<file path="src/prc_pkg.sv">
package prc_pkg;

  localparam int XW = 36;
  localparam int ZW = 27;
  localparam int TW = 5;

  localparam logic [15:0]          GAIN_Q16     = 16'd39797;
  localparam logic signed [16:0]   HALF_TURN    = 17'sd23040;
  localparam logic signed [16:0]   FULL_TURN    = 17'sd46080;
  localparam logic signed [16:0]   QUARTER_TURN = 17'sd11520;
  localparam logic signed [ZW-1:0] Z_HALF_TURN  = 27'sd11796480;

  typedef struct packed {
    logic               mode;
    logic signed [15:0] angle_in;
    logic [14:0]        radius_in;
    logic signed [15:0] real_in;
    logic signed [15:0] imag_in;
  } prc_in_t;

  typedef struct packed {
    logic signed [15:0] real_out;
    logic signed [15:0] imag_out;
    logic [15:0]        magnitude_out;
    logic signed [15:0] angle_out;
  } prc_out_t;

  typedef struct packed {
    logic                 mode;
    logic signed [XW-1:0] x;
    logic signed [XW-1:0] y;
    logic signed [ZW-1:0] z;
  } prc_vec_t;

  // atan(2^-k) in degrees, Q16
  function automatic logic [22:0] atan_q16(input logic [TW-1:0] k);
    logic [22:0] v;
    case (k)
      5'd0:    v = 23'd2949120;
      5'd1:    v = 23'd1740967;
      5'd2:    v = 23'd919879;
      5'd3:    v = 23'd466945;
      5'd4:    v = 23'd234379;
      5'd5:    v = 23'd117304;
      5'd6:    v = 23'd58666;
      5'd7:    v = 23'd29335;
      5'd8:    v = 23'd14668;
      5'd9:    v = 23'd7334;
      5'd10:   v = 23'd3667;
      5'd11:   v = 23'd1833;
      5'd12:   v = 23'd917;
      5'd13:   v = 23'd458;
      5'd14:   v = 23'd229;
      5'd15:   v = 23'd115;
      5'd16:   v = 23'd57;
      5'd17:   v = 23'd29;
      5'd18:   v = 23'd14;
      5'd19:   v = 23'd7;
      5'd20:   v = 23'd4;
      5'd21:   v = 23'd2;
      5'd22:   v = 23'd1;
      default: v = 23'd0;
    endcase
    return v;
  endfunction

endpackage

</file>
<file path="src/prc_stage.sv">
module prc_stage
  import prc_pkg::*;
#(
  parameter int STEP = 0
)
(
  input  logic     clk,
  input  logic     rst,
  input  logic     en,
  input  logic     vld_in,
  input  prc_vec_t vec_in,
  output logic     vld,
  output prc_vec_t vec
);

  localparam logic signed [ZW-1:0] ATAN = signed'({4'b0, atan_q16(TW'(STEP))});

  logic signed [XW-1:0] x_in;
  logic signed [XW-1:0] y_in;
  logic signed [ZW-1:0] z_in;
  logic signed [XW-1:0] xs;
  logic signed [XW-1:0] ys;
  logic                 ccw;
  prc_vec_t             vec_next;

  always_comb begin
    x_in = vec_in.x;
    y_in = vec_in.y;
    z_in = vec_in.z;
    xs   = x_in >>> STEP;
    ys   = y_in >>> STEP;
    ccw  = vec_in.mode ? (y_in < 0) : (z_in >= 0);

    vec_next.mode = vec_in.mode;
    if (ccw) begin
      vec_next.x = x_in - ys;
      vec_next.y = y_in + xs;
      vec_next.z = z_in - ATAN;
    end else begin
      vec_next.x = x_in + ys;
      vec_next.y = y_in - xs;
      vec_next.z = z_in + ATAN;
    end
  end

  always_ff @(posedge clk) begin
    if (rst) begin
      vld <= 1'b0;
    end else if (en) begin
      vld <= vld_in;
    end
  end

  always_ff @(posedge clk) begin
    if (en) begin
      vec <= vec_next;
    end
  end

endmodule

</file>
<file path="config.mk">
export PLATFORM = sky130hd
export DESIGN_NAME = prc_stage
export DESIGN_NICKNAME = d
export VERILOG_FILES = /design/src/prc_pkg.sv /design/src/prc_stage.sv
export SDC_FILE = /design/constraint.sdc
export NUM_CORES = 1
export LEC_CHECK = 0
export BUFFER_PORTS_ARGS = -buffer_cell sky130_fd_sc_hd__buf_2
export CAP_MARGIN = 25
export CORE_MARGIN = 2
export CORE_UTILIZATION = 35
export DETAILED_ROUTE_END_ITERATION = 10
export PLACE_DENSITY = 0.52
export SLEW_MARGIN = 10
export SYNTH_ARGS = -nofsm -noshare
export SYNTH_HDL_FRONTEND = slang
export SYNTH_SLANG_ARGS = --single-unit
</file>
<file path="constraint.sdc">
create_clock -name clk -period 4.4 [get_ports clk]
set_input_delay 0.88 -clock clk [delete_from_list [all_inputs] [get_ports clk]]
set_output_delay 0.88 -clock clk [all_outputs]
set_load 0.01 [all_outputs]
</file>
==> impl_metrics.py <==
metrics = {
    "min_path": {
        "hold_path.class": "flop to flop",
        "hp-start": "vld$_SDFFE_PP0P_",
    },
    "timing": {
        "setup-tns-final_ns": 0,
        "finalSetupViolations": 0,
        "max-slew-margin-rel_pct": 48.3,
        "rsz0062_at_grt": "false",
        "report.final.slew_viol_count": 0,
        "max_freq_ghz": 0.265,
        "period_share_pct": 85.7,
        "tightest_slew_ns": 0.775,
        "skew_ns": 0,
        "final_hold_viol_count": 0,
        "layout_min_cycle_time_ns": 3.77,
    },
    "clocking": {
        "numCtsBuffers": 9,
        "postCtsSetupRepairBufs": 0,
        "ctsResizeCount": 0,
        "tritoncts": "done",
        "cts_buffer_depth": 2,
        "clk_root_buffer_cell": "clkbuf_16",
        "cts_sinks": 100,
        "clkLatencyLatePin_ns": 0.35,
        "hold_buffers": 0,
        "clkSlewWorstSetupHoldPaths_ns": 0.08,
        "htreeDepth": 3,
    },
    "finish": {
        "layout_common_cells": "203 x buf_2, 141 x a21oi_1, 118 x ha_1, 111 x inv_1, 101 x nor2_1",
        "finalInstanceArea_sq_mm": 0.0112,
        "final_common_cell": "buf_2",
        "drive_gt1_share_pct": 20.5,
        "num_antenna_cells": 0,
        "nets": 1506,
        "final_cells": 1626,
        "final_util_pct": 41.8,
        "syn2layout_area_growth_pct": 17.6,
    },
    "die": {
        "rows": 60,
        "io_pins": 205,
        "core-area_sq_mm": 0.0269,
        "initial_core_util_pct": 35.6,
        "die_y_um": 169,
        "die_w_um": 169,
        "dieArea_sq_mm": 0.0286,
    },
    "power": {
        "total_power_mw": 3.54,
        "swShare_pct": 38.0,
        "p_leak_nw": 5.01,
        "powerDensity_mw_per_mm2": 315,
        "p_clk_share_pct": 23.9,
        "switchingPower_mw": 1.34,
        "peakVddDrop_uv": 171,
        "comb_power_share_pct": 39.5,
        "internal-power_mw": 2.19,
        "seq_power_share_pct": 36.6,
    },
    "global_route": {
        "grt_pass1_wl_um": 46500,
        "grt_usage_pct": 20.7,
        "grt_overflow": 0,
        "antenna_found_initial": 0,
        "grt_pass1_vias": 8341,
        "grt_max_degree": 78,
    },
    "worst_setup_path": {
        "path_class": "input port to flop",
        "crit_start": "vec_in[31]",
        "rr_startpoint": "vld$_SDFFE_PP0P_",
        "start_kind": "input port",
        "worstPathRequired_ns": 4.50,
        "cp-end-kind": "flop",
        "cp.arrival_ns": 3.87,
        "critPathMaxFanout": 14,
    },
    "synthesis": {
        "synth-main-ff-cell": "edfxtp_1",
        "yosysSeqAreaShare_pct": 31.3,
        "syn_inst": 1096,
        "synthArstFlopShare_pct": 0,
        "syn_nets": 1322,
        "ys_seq_elements": 100,
        "yosys_warnings": 0,
        "yosysTopAreaCellShare_pct": 31.1,
        "synth_area_sq_mm": 0.00956,
        "synth.area.top_cells": "edfxtp_1 31%, ha_1 15%, a21oi_1 7.4%",
        "avgSynthCellArea_sq_um": 8.72,
        "ys_types": 75,
        "synth_largest_area_cell": "edfxtp_1",
        "synth_edf_count": 99,
    },
    "route": {
        "wl_per_cell_um": 18.7,
        "firstDrtPassIters": 5,
        "vias_per_cell": 5.43,
        "wl_met2_um": 13700,
        "drc_errors": 0,
        "maxUsedRoutingLayer": "met4",
        "wl_met1_um": 14300,
        "ant_nets": 0,
        "vias": 8836,
        "wl_met3_um": 1720,
        "drt-total-wl_um": 30400,
        "drt_iter0_drc": 561,
    },
    "placement": {
        "port_buffers": 204,
        "dp_cells": 1609,
        "hpwl_um": 24100,
        "place_congestion": 0.923,
        "placed_area_sq_mm": 0.0109,
    },
    "flow_run": {
        "max_cap_violations": 0,
    },
    "status": {
        "outcome": "completed",
    },
}
[worst paths after layout]
| kind | endpoint | slack [ns] | cells past startpoint |
|---|---|---|---|
| min reg2reg | vld$_SDFFE_PP0P_ | 0.51 | 2 |
| min | vld$_SDFFE_PP0P_ | 0.51 | 2 |
| max | vec[96]$_DFFE_PP_ | 0.63 | 13 |
| max reg2reg | vld$_SDFFE_PP0P_ | 3.81 | 2 |
[critical path, stage by stage]
cell and delay [ns]:
buf_2 0.11, inv_1 0.04, ha_1 0.46, or2_2 0.37
a31oi_1 0.40, a2111oi_2 0.11, nor4_1 0.33, nor2_1 0.09
buf_4 0.17, a21oi_1 0.42, o2111ai_1 0.22, o21ai_0 0.16
xnor2_1 0.10
[metal layers]
metal / up-vias / global-route usage, %
met1: 4163 / 29.6
met3: 42 / 2.33
li1: 4297 / -
met2: 334 / 33.1
met5: - / 0
met4: 0 / 5.87
[power groups by stage]
stage / registers, mW / logic [mW] / clock network [mW]
floorplan: 1.40 / 0.786 / 0
global placement: 1.32 / 1.38 / 0
detailed placement: 1.32 / 1.38 / 0
CTS: 1.30 / 1.39 / 0.875
global route: 1.31 / 1.52 / 0.903
finish: 1.29 / 1.40 / 0.846
[Yosys cell counts (14+ instances only)]
library cell	n
o31ai_1	14
a21oi_1	141
o21bai_1	21
ha_1	118
inv_1	111
nand2_1	50
nor3_1	16
clkbuf_1	25
nor2_1	101
a21o_1	25
edfxtp_1	99
xnor2_1	74
o21ai_0	65
[layout make-up]
type | count | area (sq um)
clock buffers | 9 | 225
fillers | 2763 | 15600
repair buffers | 220 | 1160
clock inverters | 7 | 73.8
flip-flops and latches | 100 | 2990
inverters | 115 | 432
well taps | 341 | 427
multi-input cells | 834 | 5920
[registers in the layout, summed over array words and instances, names as in the netlist]
register / flops
vec: 99
vld: 1
[cell families after synthesis]
group                      after synthesis  share of synthesized area, %
muxes                                    9                         0.943
adders and majority gates              122                          16.3
and+or+nand+nor                        247                          12.1
DFF                                    100                          31.3
AOI/OAI and AO/OA                      376                          25.3
xor gates and xnor gates                80                          7.33
buffers and inverters                  162                          6.72
[metrics by stage]
step | hold slack (ns) | worst slack (ns)
3_5_place_dp | 0.495 | 0.275
2_1_floorplan | 0.528 | 0.817
5_1_grt | 0.551 | 0.466
3_3_place_gp | 0.471 | 0.281
4_1_cts | 0.514 | 0.666
6_report | 0.509 | 0.631
(Power assumes the default switching activity.)
