File: src/prc_pkg.sv
package prc_pkg;

  localparam int XW = 36;
  localparam int ZW = 27;
  localparam int TW = 5;

  localparam logic [15:0]          GAIN_Q16     = 16'd39797;
  localparam logic signed [16:0]   HALF_TURN    = 17'sd23040;
  localparam logic signed [16:0]   FULL_TURN    = 17'sd46080;
  localparam logic signed [16:0]   QUARTER_TURN = 17'sd11520;
  localparam logic signed [ZW-1:0] Z_HALF_TURN  = 27'sd11796480;

  typedef struct packed {
    logic               mode;
    logic signed [15:0] angle_in;
    logic [14:0]        radius_in;
    logic signed [15:0] real_in;
    logic signed [15:0] imag_in;
  } prc_in_t;

  typedef struct packed {
    logic signed [15:0] real_out;
    logic signed [15:0] imag_out;
    logic [15:0]        magnitude_out;
    logic signed [15:0] angle_out;
  } prc_out_t;

  typedef struct packed {
    logic                 mode;
    logic signed [XW-1:0] x;
    logic signed [XW-1:0] y;
    logic signed [ZW-1:0] z;
  } prc_vec_t;

  // atan(2^-k) in degrees, Q16
  function automatic logic [22:0] atan_q16(input logic [TW-1:0] k);
    logic [22:0] v;
    case (k)
      5'd0:    v = 23'd2949120;
      5'd1:    v = 23'd1740967;
      5'd2:    v = 23'd919879;
      5'd3:    v = 23'd466945;
      5'd4:    v = 23'd234379;
      5'd5:    v = 23'd117304;
      5'd6:    v = 23'd58666;
      5'd7:    v = 23'd29335;
      5'd8:    v = 23'd14668;
      5'd9:    v = 23'd7334;
      5'd10:   v = 23'd3667;
      5'd11:   v = 23'd1833;
      5'd12:   v = 23'd917;
      5'd13:   v = 23'd458;
      5'd14:   v = 23'd229;
      5'd15:   v = 23'd115;
      5'd16:   v = 23'd57;
      5'd17:   v = 23'd29;
      5'd18:   v = 23'd14;
      5'd19:   v = 23'd7;
      5'd20:   v = 23'd4;
      5'd21:   v = 23'd2;
      5'd22:   v = 23'd1;
      default: v = 23'd0;
    endcase
    return v;
  endfunction

endpackage

File: src/prc_post.sv
module prc_post
  import prc_pkg::*;
#(
  parameter int DATA_WIDTH = 16
)
(
  input  logic     clk,
  input  logic     rst,
  input  logic     en,
  input  logic     vld_in,
  input  prc_vec_t vec_in,
  output logic     vld,
  output prc_out_t res
);

  localparam logic signed [39:0] SMAX    = 40'((64'sd1 <<< (DATA_WIDTH - 1)) - 64'sd1);
  localparam logic signed [39:0] SMIN    = -SMAX - 40'sd1;
  localparam logic signed [39:0] UMAX    = 40'((64'sd1 <<< DATA_WIDTH) - 64'sd1);
  localparam logic signed [39:0] ANG_MAX = 40'sd23040;

  function automatic logic signed [39:0] sat(input logic signed [39:0] v,
                                             input logic signed [39:0] lo,
                                             input logic signed [39:0] hi);
    logic signed [39:0] r;
    if (v < lo) begin
      r = lo;
    end else if (v > hi) begin
      r = hi;
    end else begin
      r = v;
    end
    return r;
  endfunction

  logic signed [XW-1:0] x_in;
  logic signed [XW-1:0] y_in;
  logic signed [ZW-1:0] z_in;
  logic signed [19:0]   rx_next;
  logic signed [19:0]   ry_next;
  logic signed [52:0]   prod_next;
  logic signed [17:0]   za_next;

  logic                 p_vld;
  logic                 p_mode;
  logic signed [19:0]   p_rx;
  logic signed [19:0]   p_ry;
  logic signed [52:0]   p_prod;
  logic signed [17:0]   p_za;

  logic signed [20:0]   mag;
  prc_out_t             res_next;

  always_comb begin
    x_in      = vec_in.x;
    y_in      = vec_in.y;
    z_in      = vec_in.z;
    rx_next   = 20'((x_in + 36'sd32768) >>> 16);
    ry_next   = 20'((y_in + 36'sd32768) >>> 16);
    prod_next = 53'(x_in) * 53'sd39797;
    za_next   = 18'((z_in + 27'sd256) >>> 9);
  end

  always_ff @(posedge clk) begin
    if (rst) begin
      p_vld <= 1'b0;
      vld   <= 1'b0;
    end else if (en) begin
      p_vld <= vld_in;
      vld   <= p_vld;
    end
  end

  always_ff @(posedge clk) begin
    if (en) begin
      p_mode <= vec_in.mode;
      p_rx   <= rx_next;
      p_ry   <= ry_next;
      p_prod <= prod_next;
      p_za   <= za_next;
    end
  end

  always_comb begin
    mag = 21'((p_prod + 53'sd2147483648) >>> 32);
    if (p_mode) begin
      res_next.real_out      = '0;
      res_next.imag_out      = '0;
      res_next.magnitude_out = 16'(sat(40'(mag), 40'sd0, UMAX));
      res_next.angle_out     = 16'(sat(40'(p_za), -ANG_MAX, ANG_MAX));
    end else begin
      res_next.real_out      = 16'(sat(40'(p_rx), SMIN, SMAX));
      res_next.imag_out      = 16'(sat(40'(p_ry), SMIN, SMAX));
      res_next.magnitude_out = '0;
      res_next.angle_out     = '0;
    end
  end

  always_ff @(posedge clk) begin
    if (en) begin
      res <= res_next;
    end
  end

endmodule

File: config.mk
export PLATFORM = sky130hd
export DESIGN_NAME = prc_post
export DESIGN_NICKNAME = d
export VERILOG_FILES = /design/src/prc_pkg.sv /design/src/prc_post.sv
export SDC_FILE = /design/constraint.sdc
export NUM_CORES = 1
export LEC_CHECK = 0
export BUFFER_PORTS_ARGS = -buffer_cell sky130_fd_sc_hd__buf_2
export CAP_MARGIN = 20
export CORE_MARGIN = 2
export CORE_UTILIZATION = 50
export CTS_CLUSTER_SIZE = 28
export DETAILED_ROUTE_END_ITERATION = 8
export HOLD_SLACK_MARGIN = 0.05
export PLACE_DENSITY = 0.77
export SLEW_MARGIN = 20
export SYNTH_ARGS = -nofsm -noshare
export SYNTH_HDL_FRONTEND = slang
export SYNTH_SLANG_ARGS = --single-unit
File: constraint.sdc
create_clock -name clk -period 12.8 [get_ports clk]
set_clock_uncertainty 0.15 [all_clocks]
set_input_delay 0.64 -clock clk [delete_from_list [all_inputs] [get_ports clk]]
set_output_delay 0.64 -clock clk [all_outputs]
set_load 0.005 [all_outputs]
==> run summary <==
In this run the register-to-register setup slack is approximately 10 ns. The starting DRC count in detailed routing came out at 637. The number of buffers created by CTS is 17.

The cell sitting at the root of the clock tree is a clkbuf_16. Buffers inserted to repair hold after CTS numbered 0. The critical path is of the in2reg type. The worst reg2reg path startpoint is p_prod[34]. The die covers 0.0369 mm^2.

The run finished with clean final reports. The initial cell density of the core came out at between 50% and 60%. The core region area came out at approximately 0.035 mm^2.

During I/O placement, the number of pins put on the boundary was 169. The die outline height is 192 um. The overall via count from detail_route is around 12000. TritonCTS built the clock tree. The number of hold violations in the final report is 0. The critical path starts at vec_in[82]. In this run the worst setup path terminates at p_prod[48]. The number of nets in the synthesized netlist is 2200. The smallest clock period supported by the final layout is computed as 6.27 ns.

The biggest cell delay along the critical path is around 0.55 ns. Once detail routing completed, the nets flagged for antenna violations numbered 0. The total number of clock tree sinks came out at ~150. The total of buffers placed on input and output ports came out at between 100 and 150. The maximum fanout count along the critical path came out at 7.

Across the whole layout, storage elements account for 0.00439 mm^2. The arrival time at the worst endpoint came out at between 6 and 7 ns. The worst hold path belongs to the class in2reg.

The cell area after synthesis came out at 0.0177 mm^2. The count of fill cells added during filler insertion is 2910. The final net count is approximately 2400. The half-perimeter wire length after placement came out at 32700 um. The number of instances in the synthesized netlist is 1583. The transition time at the pin with the least slew margin came out at 1.06 ns.

The count of cells resized by post-cts repair is 0. The most used flip-flop cell after synthesis is edfxtp_1. In this run the core area contains 68 standard-cell rows.

The proportion of synthesized flip-flops having asynchronous set or reset is 0%. The routed design has 38400 um of wire. The post-layout utilization of the core came out at 56.2%.

The number of max-capacitance violations reported is 0. In this run, synthesis inferred 145 flip-flops with an integrated enable. The number of buffers between clock root and the deepest sink came out at 2. The sequential cell area fraction in the yosys report came out at 24.9%. Excluding fillers, the count of instances in the completed layout stands at 2212.

Before antenna repair, the detailed router went through 5 iterations. In this run the most critical hold path is launched from rst. Among the stages of the critical path, the cell type that occurs most often is fa_1.

The mean cell area of the mapped netlist is approximately 11 um^2. The placer's final routability congestion estimate is 0.904. The largest total area in the synthesized netlist belongs to fa_1.

In the routed design, unresolved DRC markers number 0. The number of failing setup endpoints in the final timing report is 0. The share of the synthesized area in the top cell type is 30.6%. Once the clock tree was built, the setup fixing pass inserted 0 buffers. The cell with the largest stage delay on the worst path is fa_1. The worst setup path is launched from a primary input. The total grt overflow is 0. The pin count of the biggest net entering global routing came out at 81. The number of warning messages in the yosys log is 0. Headroom to the max-slew limit came out at 28.8%. The synthesized netlist contains between 60 and 70 unique library cells.

Setup repair after global routing left no endpoint under its margin. The peak clock frequency supported by timing is 159 MHz. By instance count, the leading cell after synthesis is inv_1. After detailed placement, the design holds a cell count of around 2200. The ratio of routed vias to standard cells came out at 5.20. After routing, the total negative slack on setup checks comes to 0 ns. In the post-synthesis netlist, the biggest area contributors are fa_1, edfxtp_1, ha_1.

The flop and latch count out of synthesis is around 150. The cell count of the worst reg-to-reg path came out at 7. Traced cell by cell, the critical path runs through buf_2 -> ha_1 -> inv_1 -> fa_1 -> fa_1 -> inv_1 -> fa_1 -> fa_1 -> inv_1 -> fa_1 -> inv_1 -> ha_1 -> o21a_1 -> o21ai_1 -> a211oi_1 -> and3_1 -> a221oi_4 -> o31ai_1 -> a21oi_1 -> xnor2_1.

The part of the cycle the worst path needs is approximately half. The clock edge transition at the registers on the reported setup and hold paths came out at 0.06 ns. The worst register-to-register path ends at res[16].

In the final routed layout, each cell accounts on average for 17.3 um. The overall die width is 192 um. Summing all multi-input logic gate instances after layout gives 0.0117 mm^2.

The endpoint required time on the critical path came out at 12.84 ns. The source-to-sink clock delay at the later pin of the worst-skew pair came out at 0.43 ns. The number of antenna violations at the first check in global routing is 2. STA classifies the critical path endpoint as a register.

Of the cells placed in the final design, the portion with a size suffix greater than 1 is 11.3%. Global routing used between 20% and 30% of the available tracks. The first-pass GRT wire length is 63300 um. The number of global-route vias before repair is between 10000 and 15000.

In the synthesized netlist, the cells that appear most often are inv_1, fa_1, ha_1. The area growth from synthesis to layout is 10.4%. The number of max-slew violations in the final report is 0. The clock tree synthesis step divided the H-tree into 4 levels.
-- metal layers --
| layer | global-route usage (%) | routed length, um | share of wire (%) |
|---|---|---|---|
| met2 | 38.0 | 19000 | 50 |
| met5 | 0 | 0 | 0 |
| met4 | 6.78 | 878 | 2.3 |
| met3 | 3.64 | 1960 | 5.1 |
| met1 | 29.2 | 16500 | 43 |
-- sequential cells by signal, indices dropped and copies added, names as in the netlist --
name    flops
p_rx       20
p_mode      1
p_ry       20
p_vld       1
vld         1
p_prod     22
p_za       18
res        64
-- metrics by stage --
stage               area (um^2)  hold WS, ns  worst slack (ns)
global placement          18900        0.318              6.21
global route              19500        0.220              6.27
detailed placement        18900        0.332              6.07
floorplan                 17700        0.310              6.85
CTS                       19500        0.211              6.53
finish                    19500        0.225              6.53
-- worst min-delay path by stage --
stage	end	slack, ns	cells after the start
global route	p_mode	0.22	1
CTS	vld	0.21	2
floorplan	p_vld	0.31	2
detailed placement	vld	0.33	2
finish	vld	0.22	2
global placement	vld	0.32	2
-- cell families after synthesis --
kind of cell	Yosys count	synth area share, %
AOI/OAI and AO/OA	182	7.01
and+or+nand+nor	208	5.88
muxes	2	0.113
adders and majority gates	513	47.8
DFF	147	24.9
buffers and inverters	425	9.08
xor gates and xnor gates	106	5.25
-- cells in the final DEF, fill, tap and decap left out, types with 42 or more instances in the layout --
master	synthesis	layout
fa_1	270	270
inv_1	416	416
edfxtp_1	145	145
xor2_1	43	43
nand2_1	52	52
nor2_1	43	42
buf_2	0	144
xnor2_1	63	63
a21oi_1	66	64
ha_1	243	243
-- cell type report --
cell class | count | area share [%]
Multi-Input combinational cell | 1011 | 59.9
Sequential cell | 147 | 22.5
Inverter | 416 | 8.01
Timing Repair Buffer | 146 | 3.79
Tap cell | 455 | 2.92
Clock buffer | 17 | 2.18
Clock inverter | 15 | 0.622
Antenna cell | 5 | 0.0641
-- worst max-delay path: cells and delay by family --
family | cells | cell delay [ns]
AOI/OAI and AO/OA | 6 | 1.48
xor gates and xnor gates | 1 | 0.14
adders and majority gates | 7 | 3.31
buffers and inverters | 5 | 0.44
and+or+nand+nor | 1 | 0.28
Power is not shown: default switching activity piles up to over one toggle a cycle in this logic, so the estimate is an artifact.
