==> src/prc_pkg.sv <==
package prc_pkg;

  localparam int XW = 36;
  localparam int ZW = 27;
  localparam int TW = 5;

  localparam logic [15:0]          GAIN_Q16     = 16'd39797;
  localparam logic signed [16:0]   HALF_TURN    = 17'sd23040;
  localparam logic signed [16:0]   FULL_TURN    = 17'sd46080;
  localparam logic signed [16:0]   QUARTER_TURN = 17'sd11520;
  localparam logic signed [ZW-1:0] Z_HALF_TURN  = 27'sd11796480;

  typedef struct packed {
    logic               mode;
    logic signed [15:0] angle_in;
    logic [14:0]        radius_in;
    logic signed [15:0] real_in;
    logic signed [15:0] imag_in;
  } prc_in_t;

  typedef struct packed {
    logic signed [15:0] real_out;
    logic signed [15:0] imag_out;
    logic [15:0]        magnitude_out;
    logic signed [15:0] angle_out;
  } prc_out_t;

  typedef struct packed {
    logic                 mode;
    logic signed [XW-1:0] x;
    logic signed [XW-1:0] y;
    logic signed [ZW-1:0] z;
  } prc_vec_t;

  // atan(2^-k) in degrees, Q16
  function automatic logic [22:0] atan_q16(input logic [TW-1:0] k);
    logic [22:0] v;
    case (k)
      5'd0:    v = 23'd2949120;
      5'd1:    v = 23'd1740967;
      5'd2:    v = 23'd919879;
      5'd3:    v = 23'd466945;
      5'd4:    v = 23'd234379;
      5'd5:    v = 23'd117304;
      5'd6:    v = 23'd58666;
      5'd7:    v = 23'd29335;
      5'd8:    v = 23'd14668;
      5'd9:    v = 23'd7334;
      5'd10:   v = 23'd3667;
      5'd11:   v = 23'd1833;
      5'd12:   v = 23'd917;
      5'd13:   v = 23'd458;
      5'd14:   v = 23'd229;
      5'd15:   v = 23'd115;
      5'd16:   v = 23'd57;
      5'd17:   v = 23'd29;
      5'd18:   v = 23'd14;
      5'd19:   v = 23'd7;
      5'd20:   v = 23'd4;
      5'd21:   v = 23'd2;
      5'd22:   v = 23'd1;
      default: v = 23'd0;
    endcase
    return v;
  endfunction

endpackage

==> src/prc_pre.sv <==
module prc_pre
  import prc_pkg::*;
(
  input  logic     clk,
  input  logic     rst,
  input  logic     en,
  input  logic     in_valid,
  input  prc_in_t  in_item,
  output logic     vld,
  output prc_vec_t vec
);

  logic signed [16:0]   a_ext;
  logic signed [16:0]   a_wrap;
  logic signed [16:0]   a_quad;
  logic                 quad_neg;
  logic [30:0]          r_prod;
  logic signed [XW-1:0] r_x;
  logic signed [XW-1:0] re_x;
  logic signed [XW-1:0] im_y;
  prc_vec_t             vec_next;

  always_comb begin
    a_ext = 17'(in_item.angle_in);
    if (a_ext > HALF_TURN) begin
      a_wrap = a_ext - FULL_TURN;
    end else if (a_ext < -HALF_TURN) begin
      a_wrap = a_ext + FULL_TURN;
    end else begin
      a_wrap = a_ext;
    end

    quad_neg = 1'b0;
    a_quad   = a_wrap;
    if (a_wrap > QUARTER_TURN) begin
      quad_neg = 1'b1;
      a_quad   = a_wrap - HALF_TURN;
    end else if (a_wrap < -QUARTER_TURN) begin
      quad_neg = 1'b1;
      a_quad   = a_wrap + HALF_TURN;
    end

    r_prod = 31'(in_item.radius_in) * 31'(GAIN_Q16);
    r_x    = XW'(signed'({1'b0, r_prod}));
    re_x   = XW'(in_item.real_in) <<< 16;
    im_y   = XW'(in_item.imag_in) <<< 16;

    vec_next.mode = in_item.mode;
    if (!in_item.mode) begin
      vec_next.x = quad_neg ? -r_x : r_x;
      vec_next.y = '0;
      vec_next.z = ZW'(a_quad) <<< 9;
    end else if (in_item.real_in < 0) begin
      vec_next.x = -re_x;
      vec_next.y = -im_y;
      vec_next.z = (in_item.imag_in >= 0) ? Z_HALF_TURN : -Z_HALF_TURN;
    end else begin
      vec_next.x = re_x;
      vec_next.y = im_y;
      vec_next.z = '0;
    end
  end

  always_ff @(posedge clk) begin
    if (rst) begin
      vld <= 1'b0;
    end else if (en) begin
      vld <= in_valid;
    end
  end

  always_ff @(posedge clk) begin
    if (en) begin
      vec <= vec_next;
    end
  end

endmodule

==> config.mk <==
export PLATFORM = sky130hd
export DESIGN_NAME = prc_pre
export DESIGN_NICKNAME = d
export VERILOG_FILES = /design/src/prc_pkg.sv /design/src/prc_pre.sv
export SDC_FILE = /design/constraint.sdc
export NUM_CORES = 1
export LEC_CHECK = 0
export BUFFER_PORTS_ARGS = -buffer_cell sky130_fd_sc_hd__buf_2
export CORE_MARGIN = 10
export CORE_UTILIZATION = 54
export CTS_BUF_LIST = sky130_fd_sc_hd__clkbuf_8
export CTS_CLUSTER_DIAMETER = 100
export DETAILED_ROUTE_END_ITERATION = 7
export MAX_ROUTING_LAYER = met4
export PLACE_DENSITY_LB_ADDON = 0.25
export RECOVER_POWER = 50
export SYNTH_ARGS = -nofsm -noshare
export SYNTH_HDL_FRONTEND = slang
export SYNTH_SLANG_ARGS = --single-unit
==> constraint.sdc <==
create_clock -name clk -period 6.8 [get_ports clk]
set_clock_uncertainty 0.15 [all_clocks]
set_input_delay 0.68 -clock clk [delete_from_list [all_inputs] [get_ports clk]]
set_output_delay 0.68 -clock clk [all_outputs]
set_load 0.02 [all_outputs]
==> summary by stage <==
Drt
The DRC violation count after routing is 0. The first routing iteration left 482 violations. The routed design has 27.4 mm of wire. The overall via count from detail_route is 8824.

Dividing the detail-routed via count by the number of cells gives 5.45. The average wire length per cell after detail routing is 17.0 um. The count of nets left with antenna violations once routing finished came out at 0. The number of iterations in the first detailed-routing pass is 5.

Global routing
Entering global routing, the biggest net connects 76 pins. The via count of the first global-routing pass came to 9095. In the global route stage, overall resource usage came out at 22.0%. The remaining global-route overflow is 0. The number of antenna violations at the first check in global routing came to 0. The global-route wire length before repair is 43.7 mm.

Layout
For this run, the post-layout net count is 1661. The most common cell after layout, fill and taps aside is sky130_fd_sc_hd__buf_4. Leaving out fill and tap cells, the most frequent cells in the layout are 179 x sky130_fd_sc_hd__buf_4, 155 x sky130_fd_sc_hd__inv_1, 135 x sky130_fd_sc_hd__buf_2. The count of fill cells added during filler insertion is 1450. Relative to the synthesized area, the layout overhead comes to 27.7%.

Of the cells placed in the final design, the portion with a size suffix greater than 1 is 31.3%. The number of antenna diodes in the final layout is 0. The final cell count without fillers is 1618. The final core utilization is 69.9%.

Run status
The final reports fail on negative setup slack. The flow ran to the end, but the final reports show violations.

Critical path
The worst register-to-register path has a depth of 2. STA classifies the critical path endpoint as a register. The endpoint of the most critical register-to-register path is vld$_SDFFE_PP0P_.

Along the worst path, the maximum fanout reaches 6. The critical path is of the in -> reg type. The start point of the critical path is in_item[42]. At the worst endpoint, the arrival time is 6.84 ns.

STA puts the critical path data required time at 6.77 ns. The reg-to-reg setup timing slack is 6.06 ns. In this run the critical register-to-register path is launched from vld$_SDFFE_PP0P_. The worst setup path is launched from an input pin.

Floorplanning
Row generation in the floorplan step produced 50 rows. The initial core utilization is 54.7%. After floorplanning, the core was sized to cover 0.0187 sq mm. The total I/O pin count is 169. The die boundary height is 158 um. The die covers 0.0249 sq mm. From left edge to right edge, the die measures 158 um.

Placed design
The congestion estimate from routability-driven global placement came to 0.929. The HPWL after detailed placement is 22.6 mm. The number of I/O port buffers is 143. The number of instances in the placed design is 1592. The worst setup slack after placement is -0.609 ns.

Synthesis
The most used flip-flop cell after synthesis is sky130_fd_sc_hd__edfxtp_1. Ranked by total cell area, the synthesized netlist is headed by sky130_fd_sc_hd__edfxtp_1 22%, sky130_fd_sc_hd__fa_1 18%, sky130_fd_sc_hd__ha_1 15%, sky130_fd_sc_hd__inv_1 6.1%, sky130_fd_sc_hd__xnor2_1 3.3%. The synthesized design contains 75 register bits. The number of enable flip-flop cells after synthesis is 74. The library cell occupying the most area in the post-synthesis netlist is sky130_fd_sc_hd__edfxtp_1. The fraction of synthesized cell area taken by the top area cell type is 21.7%.

The share of flip-flops with an asynchronous set or reset after synthesis is 0%. The cell area after technology mapping is 0.0102 sq mm. The sequential cell area fraction in the yosys report is 21.9%. The total of warnings raised by yosys is 0. Synthesis produced 1075 cells. The synthesized netlist contains 89 unique library cells. Averaged over all synthesized cells, the footprint is 9.52 sq um.

Clocking
Counting the buffers created by CTS gives 9. The clock transition at the register clock pins on the worst setup and hold paths after CTS is 0.09 ns. The H-tree was split into 3 levels.

The hold buffer count at cts is 0. The TritonCTS clock tree is done. CTS placed an instance of sky130_fd_sc_hd__clkbuf_8 at the clock tree root. The clock latency of the later-clocked register in the worst-skew pair is 0.36 ns. The largest buffer count on any clock path is 2. CTS saw 75 sinks.

Min path
The worst hold path passes through 2 cells. For hold timing, the worst endpoint is vld$_SDFFE_PP0P_. The startpoint of the worst hold path is rst. The type of the worst min-delay path is in -> reg.

STA
The number of failing hold endpoints at the final stage is 0. The slew of the pin with the lowest slew margin is 0.956 ns. Setup violations remaining at the end of the flow were counted as 1. The upper clock frequency limit is 146 MHz. The final critical delay including setup and external delays is 6.86 ns.

The count of final max-slew check failures came to 0. The relative max-transition margin is 36.3%. After layout, the worst setup slack is -0.0648 ns. Setup repair after global routing could not meet its margin everywhere. The final period utilization is 101%. For the final routed database, the setup TNS stands at -0.0648 ns.

Run
The number of violations of the max-capacitance limit is 0.
metal layers:
layer / track usage (%) / vias up / share of wire [%]
met5: - / - / 0
met4: 6.95 / 0 / 2.6
met3: 2.33 / 50 / 5.1
met2: 38.5 / 269 / 50
met1: 26.2 / 4195 / 42
li1: - / 4310 / -
through the flow:
stage	instance area, sq um	hold WS, ns
floorplan	10500	0.429
global placement	12400	0.320
detailed placement	12400	0.357
CTS	12800	0.304
global route	13100	0.307
finish	13100	0.315
what timing repair did:
action	4_1_cts	5_1_grt
resized for setup	22	58
setup buffers	5	5
endpoints found under the setup margin	12	17
hold endpoints to repair	0	0
pin swaps	23	37
cells in the mapped netlist, types with 4 or more instances:
| master | count |
|---|---|
| sky130_fd_sc_hd__a21oi_1 | 39 |
| sky130_fd_sc_hd__o21ai_0 | 31 |
| sky130_fd_sc_hd__buf_2 | 9 |
| sky130_fd_sc_hd__o31ai_1 | 15 |
| sky130_fd_sc_hd__edfxtp_1 | 74 |
| sky130_fd_sc_hd__clkbuf_1 | 18 |
| sky130_fd_sc_hd__nor2b_1 | 9 |
| sky130_fd_sc_hd__o211ai_1 | 10 |
| sky130_fd_sc_hd__nand4_1 | 6 |
| sky130_fd_sc_hd__a31oi_1 | 4 |
| sky130_fd_sc_hd__o21a_1 | 10 |
| sky130_fd_sc_hd__buf_4 | 26 |
| sky130_fd_sc_hd__or2_2 | 8 |
| sky130_fd_sc_hd__a211oi_2 | 4 |
| sky130_fd_sc_hd__a211oi_1 | 7 |
| sky130_fd_sc_hd__a211o_1 | 8 |
| sky130_fd_sc_hd__o22ai_1 | 11 |
| sky130_fd_sc_hd__and3_1 | 8 |
| sky130_fd_sc_hd__o32ai_1 | 13 |
| sky130_fd_sc_hd__o221ai_1 | 4 |
| sky130_fd_sc_hd__mux2i_1 | 9 |
| sky130_fd_sc_hd__xor2_1 | 36 |
| sky130_fd_sc_hd__a2111oi_0 | 4 |
| sky130_fd_sc_hd__nand3_1 | 13 |
| sky130_fd_sc_hd__or4_1 | 4 |
| sky130_fd_sc_hd__ha_1 | 121 |
| sky130_fd_sc_hd__inv_1 | 167 |
| sky130_fd_sc_hd__and2_1 | 6 |
| sky130_fd_sc_hd__nor3_1 | 20 |
| sky130_fd_sc_hd__fa_1 | 93 |
| sky130_fd_sc_hd__o21ai_1 | 6 |
| sky130_fd_sc_hd__nand2_1 | 57 |
| sky130_fd_sc_hd__nand2b_1 | 7 |
| sky130_fd_sc_hd__xnor2_1 | 39 |
| sky130_fd_sc_hd__nor2_1 | 72 |
| sky130_fd_sc_hd__nor3b_1 | 5 |
| sky130_fd_sc_hd__or3_1 | 13 |
| sky130_fd_sc_hd__nor4_1 | 6 |
| sky130_fd_sc_hd__o21bai_1 | 4 |
| sky130_fd_sc_hd__a21o_1 | 14 |
worst max-delay path by stage:
stage / depth (start not counted) / to / slack, ns
finish: 23 / vec[94]$_DFFE_PP_ / -0.06
global route: 22 / vec[94]$_DFFE_PP_ / -0.21
CTS: 21 / vec[94]$_DFFE_PP_ / -0.03
detailed placement: 22 / vec[94]$_DFFE_PP_ / -0.61
global placement: 23 / vec[91]$_DFFE_PP_ / -0.44
floorplan: 21 / vec[94]$_DFFE_PP_ / -0.17
kinds of logic (layout without fill, tap and decap cells):
family / count (synthesis) / in the layout / share of synthesized area [%]
and+or+nand+nor: 253 / 253 / 12.6
buffers and inverters: 225 / 510 / 9.39
AOI/OAI and AO/OA: 222 / 222 / 15.7
adders and majority gates: 214 / 214 / 33.0
xor gates and xnor gates: 75 / 75 / 6.42
DFF: 75 / 75 / 21.9
muxes: 10 / 10 / 0.990
other: 1 / 25 / 0.0366
critical path: stages:
cell                        delay [ns]
sky130_fd_sc_hd__buf_2            0.11
sky130_fd_sc_hd__fa_1             0.53
sky130_fd_sc_hd__inv_1            0.06
sky130_fd_sc_hd__fa_1             0.48
sky130_fd_sc_hd__inv_1            0.09
sky130_fd_sc_hd__fa_2             0.61
sky130_fd_sc_hd__inv_1            0.07
sky130_fd_sc_hd__fa_2             0.39
sky130_fd_sc_hd__fa_1             0.52
sky130_fd_sc_hd__inv_1            0.05
sky130_fd_sc_hd__ha_1             0.29
sky130_fd_sc_hd__ha_1             0.34
sky130_fd_sc_hd__buf_6            0.14
sky130_fd_sc_hd__and2_4           0.15
sky130_fd_sc_hd__buf_4            0.14
sky130_fd_sc_hd__a2111oi_4        0.40
sky130_fd_sc_hd__buf_4            0.18
sky130_fd_sc_hd__a2111oi_2        0.06
sky130_fd_sc_hd__a211o_1          0.29
sky130_fd_sc_hd__xor2_1           0.17
sky130_fd_sc_hd__or4_4            0.51
sky130_fd_sc_hd__o311a_1          0.34
sky130_fd_sc_hd__or2_1            0.21
registers in the layout (all words and copies together), names as in the netlist:
signal and cells:
vld 1, vec 74
final cells by class:
cell class / instances / area, sq um / share of cell area, %
multi-input combinational: 799 / 7510 / 57.5
clock inverter: 7 / 108 / 0.823
sequential: 75 / 2240 / 17.2
clock buffer: 9 / 124 / 0.948
tap: 234 / 293 / 2.24
inverter: 168 / 631 / 4.83
timing repair buffer: 326 / 2160 / 16.5
Power is left out: the tool's default activity adds up to more than one toggle a clock period on the data nets, which glitch-free logic cannot reach.
